[src/ccms_pkg.sv]
package ccms_pkg;

    // Item kinds carried on the input tuser.
    typedef logic [1:0] mode_t;
    localparam mode_t MODE_TICK = 2'd0;
    localparam mode_t MODE_SET  = 2'd1;
    localparam mode_t MODE_READ = 2'd2;

    localparam logic [9:0]  MILLIS_LAST = 10'd999;
    localparam logic [5:0]  SECOND_LAST = 6'd59;
    localparam logic [5:0]  MINUTE_LAST = 6'd59;
    localparam logic [4:0]  HOUR_LAST   = 5'd23;
    localparam logic [3:0]  MONTH_LAST  = 4'd12;
    localparam logic [15:0] YEAR_MIN    = 16'd2000;
    localparam logic [15:0] YEAR_MAX    = 16'd2099;

    localparam int S_TDATA_W = 72;
    localparam int M_TDATA_W = 88;

    // Calendar state; the last member sits in the lowest bits.
    typedef struct packed {
        logic [31:0] uptime;
        logic [15:0] year;
        logic [3:0]  month;
        logic [4:0]  day;
        logic [4:0]  hour;
        logic [5:0]  minute;
        logic [5:0]  second;
        logic [9:0]  millis;
    } cal_t;

    // Fields of a set request, packed the same way as on the input tdata.
    typedef struct packed {
        logic [15:0] year;
        logic [7:0]  month;
        logic [7:0]  day;
        logic [7:0]  hour;
        logic [7:0]  minute;
        logic [7:0]  second;
        logic [9:0]  millis;
    } set_req_t;

    // Length of a month; February gains a day when the year is a multiple of four.
    // Codes outside one to twelve give zero.
    function automatic logic [4:0] month_days(input logic [3:0] month,
                                              input logic [1:0] year_lo);
        logic [4:0] len;
        case (month)
            4'd1, 4'd3, 4'd5, 4'd7, 4'd8, 4'd10, 4'd12: len = 5'd31;
            4'd4, 4'd6, 4'd9, 4'd11:                    len = 5'd30;
            4'd2:    len = (year_lo == 2'd0) ? 5'd29 : 5'd28;
            default: len = 5'd0;
        endcase
        return len;
    endfunction

endpackage

[src/ccms_step.sv]
module ccms_step (
    input  ccms_pkg::cal_t     cal_cur,
    input  ccms_pkg::mode_t    mode,
    input  ccms_pkg::set_req_t set_req,
    output ccms_pkg::cal_t     cal_new,
    output logic               set_ok
);
    import ccms_pkg::*;

    cal_t       cal_tick;
    logic       set_valid;
    logic [4:0] cur_len;
    logic [4:0] set_len;

    assign cur_len = month_days(cal_cur.month, cal_cur.year[1:0]);
    assign set_len = month_days(set_req.month[3:0], set_req.year[1:0]);

    // Cascaded counters: each stage steps only when every lower stage wraps.
    always_comb begin
        cal_tick        = cal_cur;
        cal_tick.uptime = cal_cur.uptime + 32'd1;
        if (cal_cur.millis < MILLIS_LAST) begin
            cal_tick.millis = cal_cur.millis + 10'd1;
        end else begin
            cal_tick.millis = '0;
            if (cal_cur.second < SECOND_LAST) begin
                cal_tick.second = cal_cur.second + 6'd1;
            end else begin
                cal_tick.second = '0;
                if (cal_cur.minute < MINUTE_LAST) begin
                    cal_tick.minute = cal_cur.minute + 6'd1;
                end else begin
                    cal_tick.minute = '0;
                    if (cal_cur.hour < HOUR_LAST) begin
                        cal_tick.hour = cal_cur.hour + 5'd1;
                    end else begin
                        cal_tick.hour = '0;
                        if (cal_cur.day < cur_len) begin
                            cal_tick.day = cal_cur.day + 5'd1;
                        end else begin
                            cal_tick.day = 5'd1;
                            if (cal_cur.month < MONTH_LAST) begin
                                cal_tick.month = cal_cur.month + 4'd1;
                            end else begin
                                cal_tick.month = 4'd1;
                                cal_tick.year  = cal_cur.year + 16'd1;
                            end
                        end
                    end
                end
            end
        end
    end

    assign set_valid = (set_req.second <= {2'b00, SECOND_LAST})
                    && (set_req.minute <= {2'b00, MINUTE_LAST})
                    && (set_req.hour   <= {3'b000, HOUR_LAST})
                    && (set_req.day    != 8'd0)
                    && (set_req.month  != 8'd0)
                    && (set_req.month  <= {4'b0000, MONTH_LAST})
                    && (set_req.year   >= YEAR_MIN)
                    && (set_req.year   <= YEAR_MAX)
                    && (set_req.day    <= {3'b000, set_len});

    always_comb begin
        cal_new = cal_cur;
        set_ok  = 1'b0;
        case (mode)
            MODE_TICK: begin
                cal_new = cal_tick;
            end
            MODE_SET: begin
                if (set_valid) begin
                    cal_new.millis = set_req.millis;
                    cal_new.second = set_req.second[5:0];
                    cal_new.minute = set_req.minute[5:0];
                    cal_new.hour   = set_req.hour[4:0];
                    cal_new.day    = set_req.day[4:0];
                    cal_new.month  = set_req.month[3:0];
                    cal_new.year   = set_req.year;
                    set_ok         = 1'b1;
                end
            end
            default: begin
                cal_new = cal_cur;
            end
        endcase
    end

endmodule

[src/calendar_clock_ms_core.sv]
// Channel   Direction  Ports                               Contents
// s_        in         s_tvalid s_tready s_tdata s_tuser   set fields, item kind
// m_        out        m_tvalid m_tready m_tdata m_tuser   time after item, set flag
//
// Every item passes from its input transfer into the input register, then through
// the calendar update into the result register. One item per cycle is sustained
// while m_tready is high; the calendar counters are the only loop.
// Reset (aresetn low at a clock edge) sets 2000-01-01 00:00:00.000, uptime zero.
// A stalled result holds the result register, and the input register keeps
// taking a transfer whenever its item moves on in the same cycle.
module calendar_clock_ms_core (
    input  logic                                aclk,
    input  logic                                aresetn,
    input  logic                                s_tvalid,
    output logic                                s_tready,
    // Lowest bit up: set_millis 10, set_second 8, set_minute 8, set_hour 8,
    // set_day 8, set_month 8, set_year 16, zero fill 6.
    input  logic [ccms_pkg::S_TDATA_W-1:0]      s_tdata,
    // mode 2.
    input  logic [1:0]                          s_tuser,
    output logic                                m_tvalid,
    input  logic                                m_tready,
    // Lowest bit up: millis_out 10, second_out 6, minute_out 6, hour_out 5,
    // day_out 5, month_out 4, year_out 16, uptime_out 32, zero fill 4.
    output logic [ccms_pkg::M_TDATA_W-1:0]      m_tdata,
    // set_ok 1.
    output logic                                m_tuser
);
    import ccms_pkg::*;

    // Input register: one item waiting for its calendar update.
    logic     in_vld_reg, in_vld_next;
    mode_t    in_mode_reg;
    set_req_t in_req_reg;

    // Calendar state, which always reflects every item already moved to the output.
    cal_t     cal_reg;
    cal_t     cal_next;
    logic     set_ok_next;

    // Result register.
    logic     out_vld_reg, out_vld_next;
    cal_t     out_cal_reg;
    logic     out_ok_reg;

    logic     s_xfer;
    logic     advance;

    assign advance  = in_vld_reg && (!out_vld_reg || m_tready);
    assign s_tready = !in_vld_reg || advance;
    assign s_xfer   = s_tvalid && s_tready;

    ccms_step u_step (
        .cal_cur (cal_reg),
        .mode    (in_mode_reg),
        .set_req (in_req_reg),
        .cal_new (cal_next),
        .set_ok  (set_ok_next)
    );

    always_comb begin
        in_vld_next = in_vld_reg;
        if (s_xfer) begin
            in_vld_next = 1'b1;
        end else if (advance) begin
            in_vld_next = 1'b0;
        end
    end

    always_comb begin
        out_vld_next = out_vld_reg;
        if (advance) begin
            out_vld_next = 1'b1;
        end else if (m_tready) begin
            out_vld_next = 1'b0;
        end
    end

    always_ff @(posedge aclk) begin
        if (!aresetn) begin
            in_vld_reg  <= 1'b0;
            out_vld_reg <= 1'b0;
            cal_reg     <= '{uptime: 32'd0, year: YEAR_MIN, month: 4'd1, day: 5'd1,
                             hour: 5'd0, minute: 6'd0, second: 6'd0, millis: 10'd0};
        end else begin
            in_vld_reg  <= in_vld_next;
            out_vld_reg <= out_vld_next;
            if (advance) begin
                cal_reg <= cal_next;
            end
        end
    end

    // Payload registers need no reset; their valid flags guard them.
    always_ff @(posedge aclk) begin
        if (s_xfer) begin
            in_mode_reg <= s_tuser;
            in_req_reg  <= s_tdata[$bits(set_req_t)-1:0];
        end
        if (advance) begin
            out_cal_reg <= cal_next;
            out_ok_reg  <= set_ok_next;
        end
    end

    assign m_tvalid = out_vld_reg;
    assign m_tdata  = {{(M_TDATA_W - $bits(cal_t)){1'b0}}, out_cal_reg};
    assign m_tuser  = out_ok_reg;

    // The day counter never reaches zero and the month counter stays within one to twelve.
    assert property (@(posedge aclk) disable iff (!aresetn)
        (cal_reg.day != 5'd0) && (cal_reg.month != 4'd0)
        && (cal_reg.month <= MONTH_LAST))
        else $error("calendar day or month out of range");

    // A tick moving on advances the uptime by exactly one.
    assert property (@(posedge aclk) disable iff (!aresetn)
        advance && (in_mode_reg == MODE_TICK)
        |=> cal_reg.uptime == $past(cal_reg.uptime) + 32'd1)
        else $error("uptime did not step on a tick");

    // Anything other than a tick leaves the uptime alone.
    assert property (@(posedge aclk) disable iff (!aresetn)
        advance && (in_mode_reg != MODE_TICK) |=> $stable(cal_reg.uptime))
        else $error("uptime changed on a set or read");

    // An applied set leaves a year inside the accepted window.
    assert property (@(posedge aclk) disable iff (!aresetn)
        out_vld_reg && out_ok_reg
        |-> (out_cal_reg.year >= YEAR_MIN) && (out_cal_reg.year <= YEAR_MAX))
        else $error("set flagged with year outside window");

    // The shown result matches the calendar state behind it while no item waits in the input register.
    assert property (@(posedge aclk) disable iff (!aresetn)
        out_vld_reg && !in_vld_reg |-> out_cal_reg == cal_reg)
        else $error("result register diverged from calendar state");

endmodule

[config.mk]
export PLATFORM = sky130hd
export DESIGN_NAME = calendar_clock_ms_core
export DESIGN_NICKNAME = d
export VERILOG_FILES = /design/src/ccms_pkg.sv /design/src/ccms_step.sv /design/src/calendar_clock_ms_core.sv
export SDC_FILE = /design/constraint.sdc
export NUM_CORES = 1
export LEC_CHECK = 0
export ABC_AREA = 1
export BUFFER_PORTS_ARGS = -buffer_cell sky130_fd_sc_hd__buf_2
export CORE_MARGIN = 4
export CORE_UTILIZATION = 44
export CTS_CLUSTER_SIZE = 30
export DETAILED_ROUTE_END_ITERATION = 12
export GPL_ROUTABILITY_DRIVEN = 0
export SLEW_MARGIN = 20
export SYNTH_ARGS = -nofsm -noshare
export SYNTH_HDL_FRONTEND = slang
export SYNTH_HIERARCHICAL = 1
export SYNTH_SLANG_ARGS = --single-unit
export TNS_END_PERCENT = 5
[constraint.sdc]
create_clock -name aclk -period 4.4 [get_ports aclk]
set_input_delay 0.88 -clock aclk [delete_from_list [all_inputs] [get_ports aclk]]
set_output_delay 0.88 -clock aclk [all_outputs]
set_load 0.1 [all_outputs]
==> results of run 1 <==
## worst register-to-register path: cells and delay by family, from the launching register on
family,cells,cell delay (ns)
AND/OR/NAND/NOR,12,1.55
AO/OA/AOI/OAI,4,0.61
buffers and inverters,3,0.51
flip-flops,1,0.45
adder cells (fa/ha/maj),1,0.32
## per-stage QoR
step / worst slack [ns] / std cells / area, µm² / utilization, % / power [µW]
finish: 0.868 / 2072 / 14500 / 50.7 / 5660
global route: 0.593 / 2072 / 14500 / 50.7 / 5930
CTS: 0.915 / 2072 / 14500 / 50.7 / 5720
detailed placement: 0.919 / 2024 / 13700 / 47.9 / 3640
global placement: 1.02 / 2024 / 13700 / 47.9 / 3620
floorplan: 0.752 / 1540 / 12800 / - / 3440
## how the worst min path moves through the flow
stage          depth (start not counted)  slack, ns        start             to
5_1_grt                                1       0.49   s_tdata[1]  in_req_reg[1]
4_1_cts                                2       0.49  cal_reg[83]    cal_reg[83]
3_3_place_gp                           2       0.46  cal_reg[83]    cal_reg[83]
2_1_floorplan                          2       0.45  cal_reg[83]    cal_reg[83]
6_report                               2       0.48  cal_reg[83]    cal_reg[83]
3_5_place_dp                           2       0.47  cal_reg[83]    cal_reg[83]
## routing by layer
layer  part of all wire [%]  vias up  track usage, %
met3                    6.8       49            2.88
li1                       -     5362               -
met1                     46     4826            28.2
met4                    1.9        0            4.19
met5                      0        -               0
met2                     45      339            32.3
## cells by family after synthesis
family,Yosys count,share of synthesized area (%)
compound gates,214,9.54
xor+xnor,34,2.40
fa+ha+maj,18,1.77
buf+inv,266,9.37
flops,239,49.6
other cells,1,0.0294
simple gates,765,27.3
## placed cells by master (no fill, tap or decap), types with 26 or more instances in the layout
master     count
buf_2        158
nand2_1      310
dfxtp_1       85
inv_1        181
o21ai_0       64
a21oi_1       94
nand3_1      195
nor2_1       164
clkbuf_16     26
edfxtp_1     153
## cell type report
type,instances,area [µm²]
well taps,384,480
multi-input cells,1035,5250
inverters,193,731
clock buffers,34,691
fillers,2756,14100
repair buffers,173,928
flip-flops and latches,239,6320
clock inverters,14,119
## report_power, final
part	switching, µW	internal (µW)
combinational	714	226
sequential	107	2540
clock	904	1170
==> flow_summary.json, run 1 <==
{
  "outcome": "complete, no violations",
  "num_rows": 62,
  "critical_path.slowest_cell": "nand3_2",
  "tightest_slew_ns": 0.995,
  "grt_pass1_wl_um": 51100,
  "cts_root_buf": "clkbuf_16",
  "crit_start": "in_req_reg[42]",
  "report.final.slew_viol_count": 0,
  "finalSetupViolCount": 0,
  "hold_viol": 0,
  "cp_cell_sequence": "nor2_1 > nor2_1 > inv_1 > a21oi_1 > ha_1 > a21oi_1 > o21ai_0 > nand2_1 > nand2_1 > nand2_1 > nand3_2 > buf_12 > nor2_1 > nor2_1 > o21ai_0 > nand3_1 > inv_1 > nand3_1 > nand2_1 > nor2_1",
  "synthToLayoutAreaGrowth_pct": 13.9,
  "critPathRequiredTime_ns": 4.83,
  "overflow": 0,
  "die_h_um": 178,
  "ys.warnings.count": 6,
  "whs_ns": 0.481,
  "clk_latency_ns": 0.54,
  "coreArea_mm2": 0.0286,
  "grtUsageTotal_pct": 19.8,
  "first_pass_iters": 5,
  "clk_path_buf_depth": 3,
  "syn_avg_cell_area_um2": 8.29,
  "crit_fanout": 40,
  "vias": 10600,
  "path_depth": 20,
  "rsz0062_at_grt": "no",
  "power.leakage_uw": 0.00598,
  "cts.sinks": 239,
  "drtIter0Drc": 787,
  "path_class": "reg -> reg",
  "htree_levels": 1,
  "worst_setup_path_end_kind": "flip-flop",
  "wl_um": 31900,
  "period_needed_ns": 3.53,
  "synth_seq_cells": 239,
  "r2r_setup_slack_ns": 0.87,
  "synthFlopType": "edfxtp_1",
  "cts_hold_buf": 0,
  "cts_made_buffers": 26,
  "crit_top_cell": "nor2_1",
  "critical_path_buf_inv_count": 3,
  "die_width_um": 178,
  "finClkSkew_ns": 0.0100,
  "synth_edf_count": 153,
  "routedWlPerCell_um": 15.4,
  "syn_inst": 1537,
  "r2r-start": "in_req_reg[42]",
  "async_reset_ff_share_pct": 0,
  "antenna_found_initial": 0,
  "vias_per_cell": 5.10,
  "clk_pin_slew_worst_paths_ns": 0.06,
  "cpPeakStageDelay_ns": 0.47,
  "max_freq_ghz": 0.283,
  "critical_path_arrival_ns": 3.97,
  "crit_path_end": "cal_reg[2]",
  "io_buffers": 158,
  "synth_area_leader_cell": "edfxtp_1",
  "fin_nets": 1764,
  "hold_class": "reg -> reg",
  "synth_most_common_cell": "nand2_1",
  "post_cts_buffers": 0,
  "dpl.hpwl_um": 21600,
  "die_area_mm2": 0.0317,
  "grt_pass1_vias": 9791,
  "fin_crit_sh_pct": 80.3,
  "totalNegativeSetupSlack_ns": 0,
  "synth.top_cell.area_share_pct": 36.1,
  "initial_core_util_pct": 44.5,
  "ir_drop_mv": 0.322,
  "power.density_mw_per_mm2": 390,
  "pin_count": 169,
  "rr_worst_depth": 20,
  "synth_common_cells": "nand2_1, nand3_1, inv_1",
  "cpLargestDelayFamily": "simple AND/OR/NAND/NOR gates",
  "cts_tree": "done",
  "drive_gt1_share_pct": 16.8,
  "drv_cap": 0,
  "seq_area_frac_synth_pct": 49.6,
  "synth_top_cells_by_area": "edfxtp_1, dfxtp_1, nand2_1, nand3_1, inv_1",
  "maxSlewHeadroom_pct": 33.7,
  "ant_nets": 0,
  "netlist_area_mm2": 0.0127,
  "drc": 0,
  "grt_max_degree": 85,
  "r2r_end": "cal_reg[2]",
  "antenna_cells": 0,
  "ys_types": 51,
  "startpoint_type": "flip-flop",
  "cts-resized-gates": 0
}
Note: power is estimated with default switching activity, not from simulation.
==> run 2: changes to the inputs <==
- ABC_AREA: 1 -> 0
- PLACE_DENSITY: default -> 0.67
- clock period: 4.4 -> 2.9 ns (I/O delays scaled with it)
==> run 2 against run 1 <==
The run now ends with negative setup slack left. Non-clock buffer count rose by 82. Count of clock-buffer cells in the layout shrank 1. Clock power grew 58%. Sequential share of layout area rose by 0.91 points. Setup slack got worse by 1.1 ns. Sequential power up 43%. Largest power group unchanged. Highest routed layer unchanged.
==> flow_summary.json, run 2 <==
{
  "netlist_area_mm2": 0.0113,
  "ir_drop_mv": 0.488,
  "grt_max_degree": 69,
  "synth.top_cell.area_share_pct": 40.6,
  "drv_cap": 0,
  "layout_common_cells": "nand2_1, buf_2, edfxtp_1, dfxtp_1, mux2i_1",
  "seq_area_frac_synth_pct": 55.8,
  "synthToLayoutAreaGrowth_pct": 25.7,
  "tightest_slew_ns": 0.872,
  "maxSlewHeadroom_pct": 41.8,
  "fin_nets": 1388,
  "clk_latency_ns": 0.53,
  "clk_path_buf_depth": 3,
  "cts_root_buf": "clkbuf_16",
  "critical_path_buf_inv_count": 4,
  "synth_top_cells_by_area": "edfxtp_1, dfxtp_1, nand2_1, mux2i_1, o21ai_0",
  "drive_gt1_share_pct": 27.9,
  "period_needed_ns": 3.11,
  "htree_levels": 1,
  "die_area_mm2": 0.0283,
  "drc": 0,
  "critPathRequiredTime_ns": 3.16,
  "design_power_total_uw": 7850,
  "fin_ws_ns": -0.213,
  "vias": 8776,
  "clk_pin_slew_worst_paths_ns": 0.06,
  "drtIter0Drc": 610,
  "cts_made_buffers": 27,
  "pin_count": 169,
  "cp_cell_sequence": "or4_4 > nand2_4 > ha_4 > o21a_1 > o31ai_2 > a21oi_2 > buf_6 > nor3_4 > buf_6 > buf_6 > o21ai_4 > buf_4 > and2_1 > a311o_1",
  "die_width_um": 168,
  "hold_class": "in -> reg",
  "crit_path_end": "m_tdata[51]",
  "nFillCells": 2179,
  "critical_path.slowest_cell": "or4_4",
  "routedWlPerCell_um": 16.4,
  "fin_crit_sh_pct": 107,
  "power.density_mw_per_mm2": 552,
  "die_h_um": 168,
  "r2r-start": "in_req_reg[42]",
  "synth_area_leader_cell": "edfxtp_1",
  "cpLargestDelayFamily": "simple AND/OR/NAND/NOR gates",
  "crit_start": "in_req_reg[42]",
  "cpPeakStageDelay_ns": 0.55,
  "ys_types": 75,
  "dpl.hpwl_um": 17800,
  "syn_inst": 1065,
  "final_common_cell": "nand2_1",
  "synth_most_common_cell": "nand2_1",
  "io_buffers": 158,
  "finClkSkew_ns": 0.0141,
  "report.final.slew_viol_count": 0,
  "antenna_cells": 0,
  "crit_top_cell": "buf_6",
  "path_class": "reg -> reg",
  "r2r_end": "m_tdata[51]",
  "synth_edf_count": 153,
  "vias_per_cell": 5.34,
  "initial_core_util_pct": 44.8,
  "coreArea_mm2": 0.0253,
  "multi_input_area_mm2": 0.00487,
  "cts.sinks": 239,
  "crit_fanout": 4,
  "antenna_found_initial": 0,
  "cts_hold_buf": 0,
  "path_depth": 14,
  "rsz0062_at_grt": "yes",
  "fin_cells": 1642,
  "ant_nets": 0,
  "critical_path_arrival_ns": 3.38,
  "failed_checks": "negative setup slack",
  "finalSetupViolCount": 83,
  "grtUsageTotal_pct": 18.0,
  "cts_tree": "done",
  "hold_viol": 0,
  "startpoint_type": "flip-flop",
  "synth_seq_cells": 239,
  "r2r_setup_slack_ns": -0.21,
  "first_pass_iters": 6,
  "max_freq_ghz": 0.321,
  "async_reset_ff_share_pct": 0,
  "num_rows": 58,
  "register_area_mm2": 0.00632,
  "outcome": "finished with violations",
  "power.leakage_uw": 0.00553,
  "ys.warnings.count": 6,
  "rr_worst_depth": 14,
  "worst_setup_path_end_kind": "flip-flop",
  "wl_um": 26900,
  "synth_common_cells": "nand2_1, edfxtp_1, dfxtp_1",
  "overflow": 0,
  "synthFlopType": "edfxtp_1",
  "grt_pass1_wl_um": 42400,
  "grt_pass1_vias": 8360,
  "syn_avg_cell_area_um2": 10.6,
  "placed_cells": 1573,
  "post-place-ws_ns": -0.334
}
[run 2: cell types whose count changed after synthesis, sizes merged, moves of 7 or more]
cell,previous run,this run
nor4,4,13
a211oi,0,7
o311ai,0,9
xnor2,13,22
inv,192,24
mux2i,0,79
and3,0,21
a21oi,114,35
o21ai,73,51
nor2,179,48
nand3,199,35
a22oi,3,12
buf,56,38
nand2,321,231
[run 2: worst min-delay path by stage]
stage / startpoint / end / slack, ns / cells past startpoint
detailed placement: cal_reg[83] / cal_reg[83] / 0.46 / 2
global placement: cal_reg[83] / cal_reg[83] / 0.46 / 2
finish: s_tdata[48] / in_req_reg[48] / 0.22 / 1
global route: s_tdata[46] / in_req_reg[46] / 0.21 / 1
floorplan: cal_reg[19] / cal_reg[19] / 0.43 / 2
CTS: s_tdata[48] / in_req_reg[48] / 0.20 / 1
[run 2: layout make-up]
| class | instances | area share, % |
|---|---|---|
| Sequential cell | 239 | 44.5 |
| Multi-Input combinational cell | 745 | 34.2 |
| Timing Repair Buffer | 255 | 11.8 |
| Clock buffer | 33 | 5.05 |
| Tap cell | 330 | 2.90 |
| Clock inverter | 16 | 0.950 |
| Inverter | 24 | 0.634 |
[run 2: logic make-up after synthesis]
family | Yosys count | share of synthesized area (%)
xor gates and xnor gates | 37 | 2.86
other | 1 | 0.0331
DFF | 239 | 55.8
and+or+nand+nor | 432 | 18.1
muxes | 80 | 7.09
adders and majority gates | 18 | 1.99
AOI/OAI and AO/OA | 174 | 10.2
buffers and inverters | 84 | 3.89
[run 2: timing repair]
action / CTS / global route
setup endpoints to repair: 104 / 105
buffers inserted: 5 / 13
pin swaps: 23 / 23
gates cloned: 0 / 2
gates resized for setup: 61 / 41
endpoints found under the hold margin: 0 / 0
[run 2: layer usage]
metal	part of all wire [%]	global-route usage, %	vias to the layer above	wire length (µm)
met4	2.2	5.47	0	594
met2	46	29.0	292	12400
met1	46	25.1	4105	12200
met5	0	0	-	0
li1	-	-	4337	-
met3	6.2	3.10	42	1670
[run 2: power by group]
group / total [µW] / switching (µW) / internal (µW)
clock network: 3270 / 1340 / 1930
registers: 3780 / 54.8 / 3730
logic: 795 / 572 / 223
[run 2: per-stage QoR]
step / utilization (%) / area (µm²) / setup TNS, ns / hold WS (ns)
finish: 56.3 / 14200 / -9.28 / 0.224
detailed placement: 50.9 / 12800 / -21.02 / 0.461
global route: 56.3 / 14200 / -21.88 / 0.205
CTS: 55.1 / 13900 / -5.89 / 0.199
global placement: 50.9 / 12800 / -14.19 / 0.455
floorplan: - / 11300 / -3.36 / 0.431
==> run 3: changes to the inputs <==
- ABC_AREA: 0 -> 1
- PLACE_DENSITY: 0.67 -> 0.66
==> run 3 against run 2 <==
The run now ends clean. Clock power fell by 4%. Clock skew rose by 0.013 ns. Maximum frequency rose by 10%. Combinational power rose by 92%. Via count rose by 26%. Total power rose by 11%. Flip-flop and latch count did not move. Final area rose by 6.1%. Utilization fell by 3.6 points. Critical endpoint is now cal_reg[37]. Largest power group unchanged.
==> flow_summary.json, run 3 (synthesized netlist as in run 1, its figures left out) <==
{
  "synthToLayoutAreaGrowth_pct": 18.4,
  "vias_per_cell": 5.21,
  "die_width_um": 178,
  "outcome": "complete, no violations",
  "worst_setup_path_end_kind": "flip-flop",
  "fin_crit_sh_pct": 97.5,
  "hold_class": "in -> reg",
  "vias": 11000,
  "cts_root_buf": "clkbuf_16",
  "path_class": "reg -> reg",
  "register_area_mm2": 0.00632,
  "rr_worst_depth": 22,
  "report.final.slew_viol_count": 0,
  "r2r-start": "in_req_reg[44]",
  "cts_tree": "done",
  "fin_nets": 1807,
  "dpl.hpwl_um": 21400,
  "antenna_cells": 0,
  "pin_count": 169,
  "antenna_found_initial": 0,
  "clk_latency_ns": 0.54,
  "max_freq_ghz": 0.353,
  "power.leakage_uw": 0.00625,
  "htree_levels": 1,
  "wl_um": 32800,
  "period_needed_ns": 2.83,
  "totalNegativeSetupSlack_ns": 0,
  "drc": 0,
  "ant_nets": 0,
  "cpPeakStageDelay_ns": 0.42,
  "layout_common_cells": "nand2_1, nand3_1, inv_1, nor2_1, buf_2",
  "critPathRequiredTime_ns": 3.33,
  "drive_gt1_share_pct": 20.3,
  "whs_ns": 0.216,
  "grtUsageTotal_pct": 19.8,
  "grt_pass1_wl_um": 51100,
  "cp_cell_sequence": "nor2_2 > nand2_2 > nor2_4 > nand2_1 > o21ai_2 > ha_2 > inv_2 > a21oi_2 > o21ai_1 > nand2_1 > nand2_2 > nand2_4 > nand3_4 > buf_4 > o21ai_0 > nand2_1 > nand2_1 > nand2_1 > inv_1 > nand3_1 > nand2_1 > nor2_1",
  "io_buffers": 158,
  "drtIter0Drc": 927,
  "overflow": 0,
  "worst_hold_path.endpoint": "in_req_reg[35]",
  "grt_max_degree": 162,
  "die_h_um": 178,
  "critical_path_arrival_ns": 3.26,
  "finClkSkew_ns": 0.0276,
  "crit_start": "in_req_reg[44]",
  "finalSetupViolCount": 0,
  "power.density_mw_per_mm2": 576,
  "initial_core_util_pct": 44.5,
  "rsz0062_at_grt": "yes",
  "cts.sinks": 239,
  "multi_input_area_mm2": 0.00538,
  "crit_top_cell": "nand2_1",
  "design_power_total_uw": 8690,
  "maxSlewHeadroom_pct": 39.5,
  "drv_cap": 0,
  "first_pass_iters": 6,
  "nFillCells": 2644,
  "final_common_cell": "nand2_1",
  "ir_drop_mv": 0.453,
  "routedWlPerCell_um": 15.5,
  "coreArea_mm2": 0.0286,
  "r2r_setup_slack_ns": 0.07,
  "hold_path_depth": 1,
  "clk_pin_slew_worst_paths_ns": 0.06,
  "cts_made_buffers": 26,
  "critical_path.slowest_cell": "edfxtp_1",
  "die_area_mm2": 0.0317,
  "hold_viol": 0,
  "startpoint_type": "flip-flop",
  "tightest_slew_ns": 0.908,
  "min-delay-start": "s_tdata[35]",
  "crit_fanout": 7,
  "cts_hold_buf": 0,
  "clk_path_buf_depth": 3,
  "r2r_end": "cal_reg[37]",
  "grt_pass1_vias": 10000,
  "num_rows": 62
}
-- run 3: cell types whose count changed in the layout (fill, tap and decap cells not counted), sizes merged, moves of 79 or more --
cell	before	now
a21oi	35	114
inv	25	190
mux2i	79	0
nor2	48	179
nand2	231	321
nand3	35	200
-- run 3: metrics by stage --
stage | cell area (µm²) | worst slack [ns] | util [%] | instances
floorplan | 12800 | 0.0963 | - | 1540
detailed placement | 14000 | -0.0141 | 48.9 | 2053
global route | 15100 | -0.158 | 52.7 | 2114
global placement | 14000 | 0.0360 | 48.9 | 2053
CTS | 14800 | 0.0183 | 51.7 | 2100
finish | 15100 | 0.0711 | 52.7 | 2114
-- run 3: worst max path at each step --
stage                        endpoint  depth (start not counted)
after floorplan            m_tdata[0]                          4
after global placement    m_tdata[34]                         16
after detailed placement   cal_reg[0]                         18
after CTS                 cal_reg[35]                         20
after global routing      cal_reg[46]                         21
final                     cal_reg[37]                         22
-- run 3: metal layers --
metal / vias up / share of wire [%] / global-route usage (%)
li1: 5463 / - / -
met1: 5054 / 44 / 27.7
met2: 426 / 45 / 31.5
met3: 72 / 7.7 / 3.41
met4: 0 / 3.0 / 6.12
met5: - / 0 / 0
-- run 3: power breakdown --
group	leakage, µW	internal [µW]	switching [µW]
clock	0.000387	1810	1340
sequential	0.00218	3860	162
combinational	0.00369	402	1120
total	0.00625	6070	2620
-- run 3: timing repair --
| item | CTS | global route |
|---|---|---|
| gates resized for setup | 3 | 47 |
| setup buffers | 0 | 9 |
| gates cloned | 0 | 5 |
| endpoints found under the setup margin | 6 | 103 |
| pin swaps | 0 | 17 |
-- run 3: cell type report --
| cell class | count | share of cell area (%) |
|---|---|---|
| tap | 384 | 3.19 |
| clock inverter | 13 | 0.606 |
| multi-input combinational | 1036 | 35.7 |
| sequential | 239 | 41.9 |
| inverter | 193 | 4.89 |
| timing repair buffer | 215 | 8.98 |
| clock buffer | 34 | 4.72 |
-- run 3: critical path: cells and delay by family, from the launching register on --
kind,cells,cell delay (ns)
flops,1,0.42
compound gates,4,0.40
fa+ha+maj,1,0.18
buf+inv,3,0.35
simple gates,14,1.38
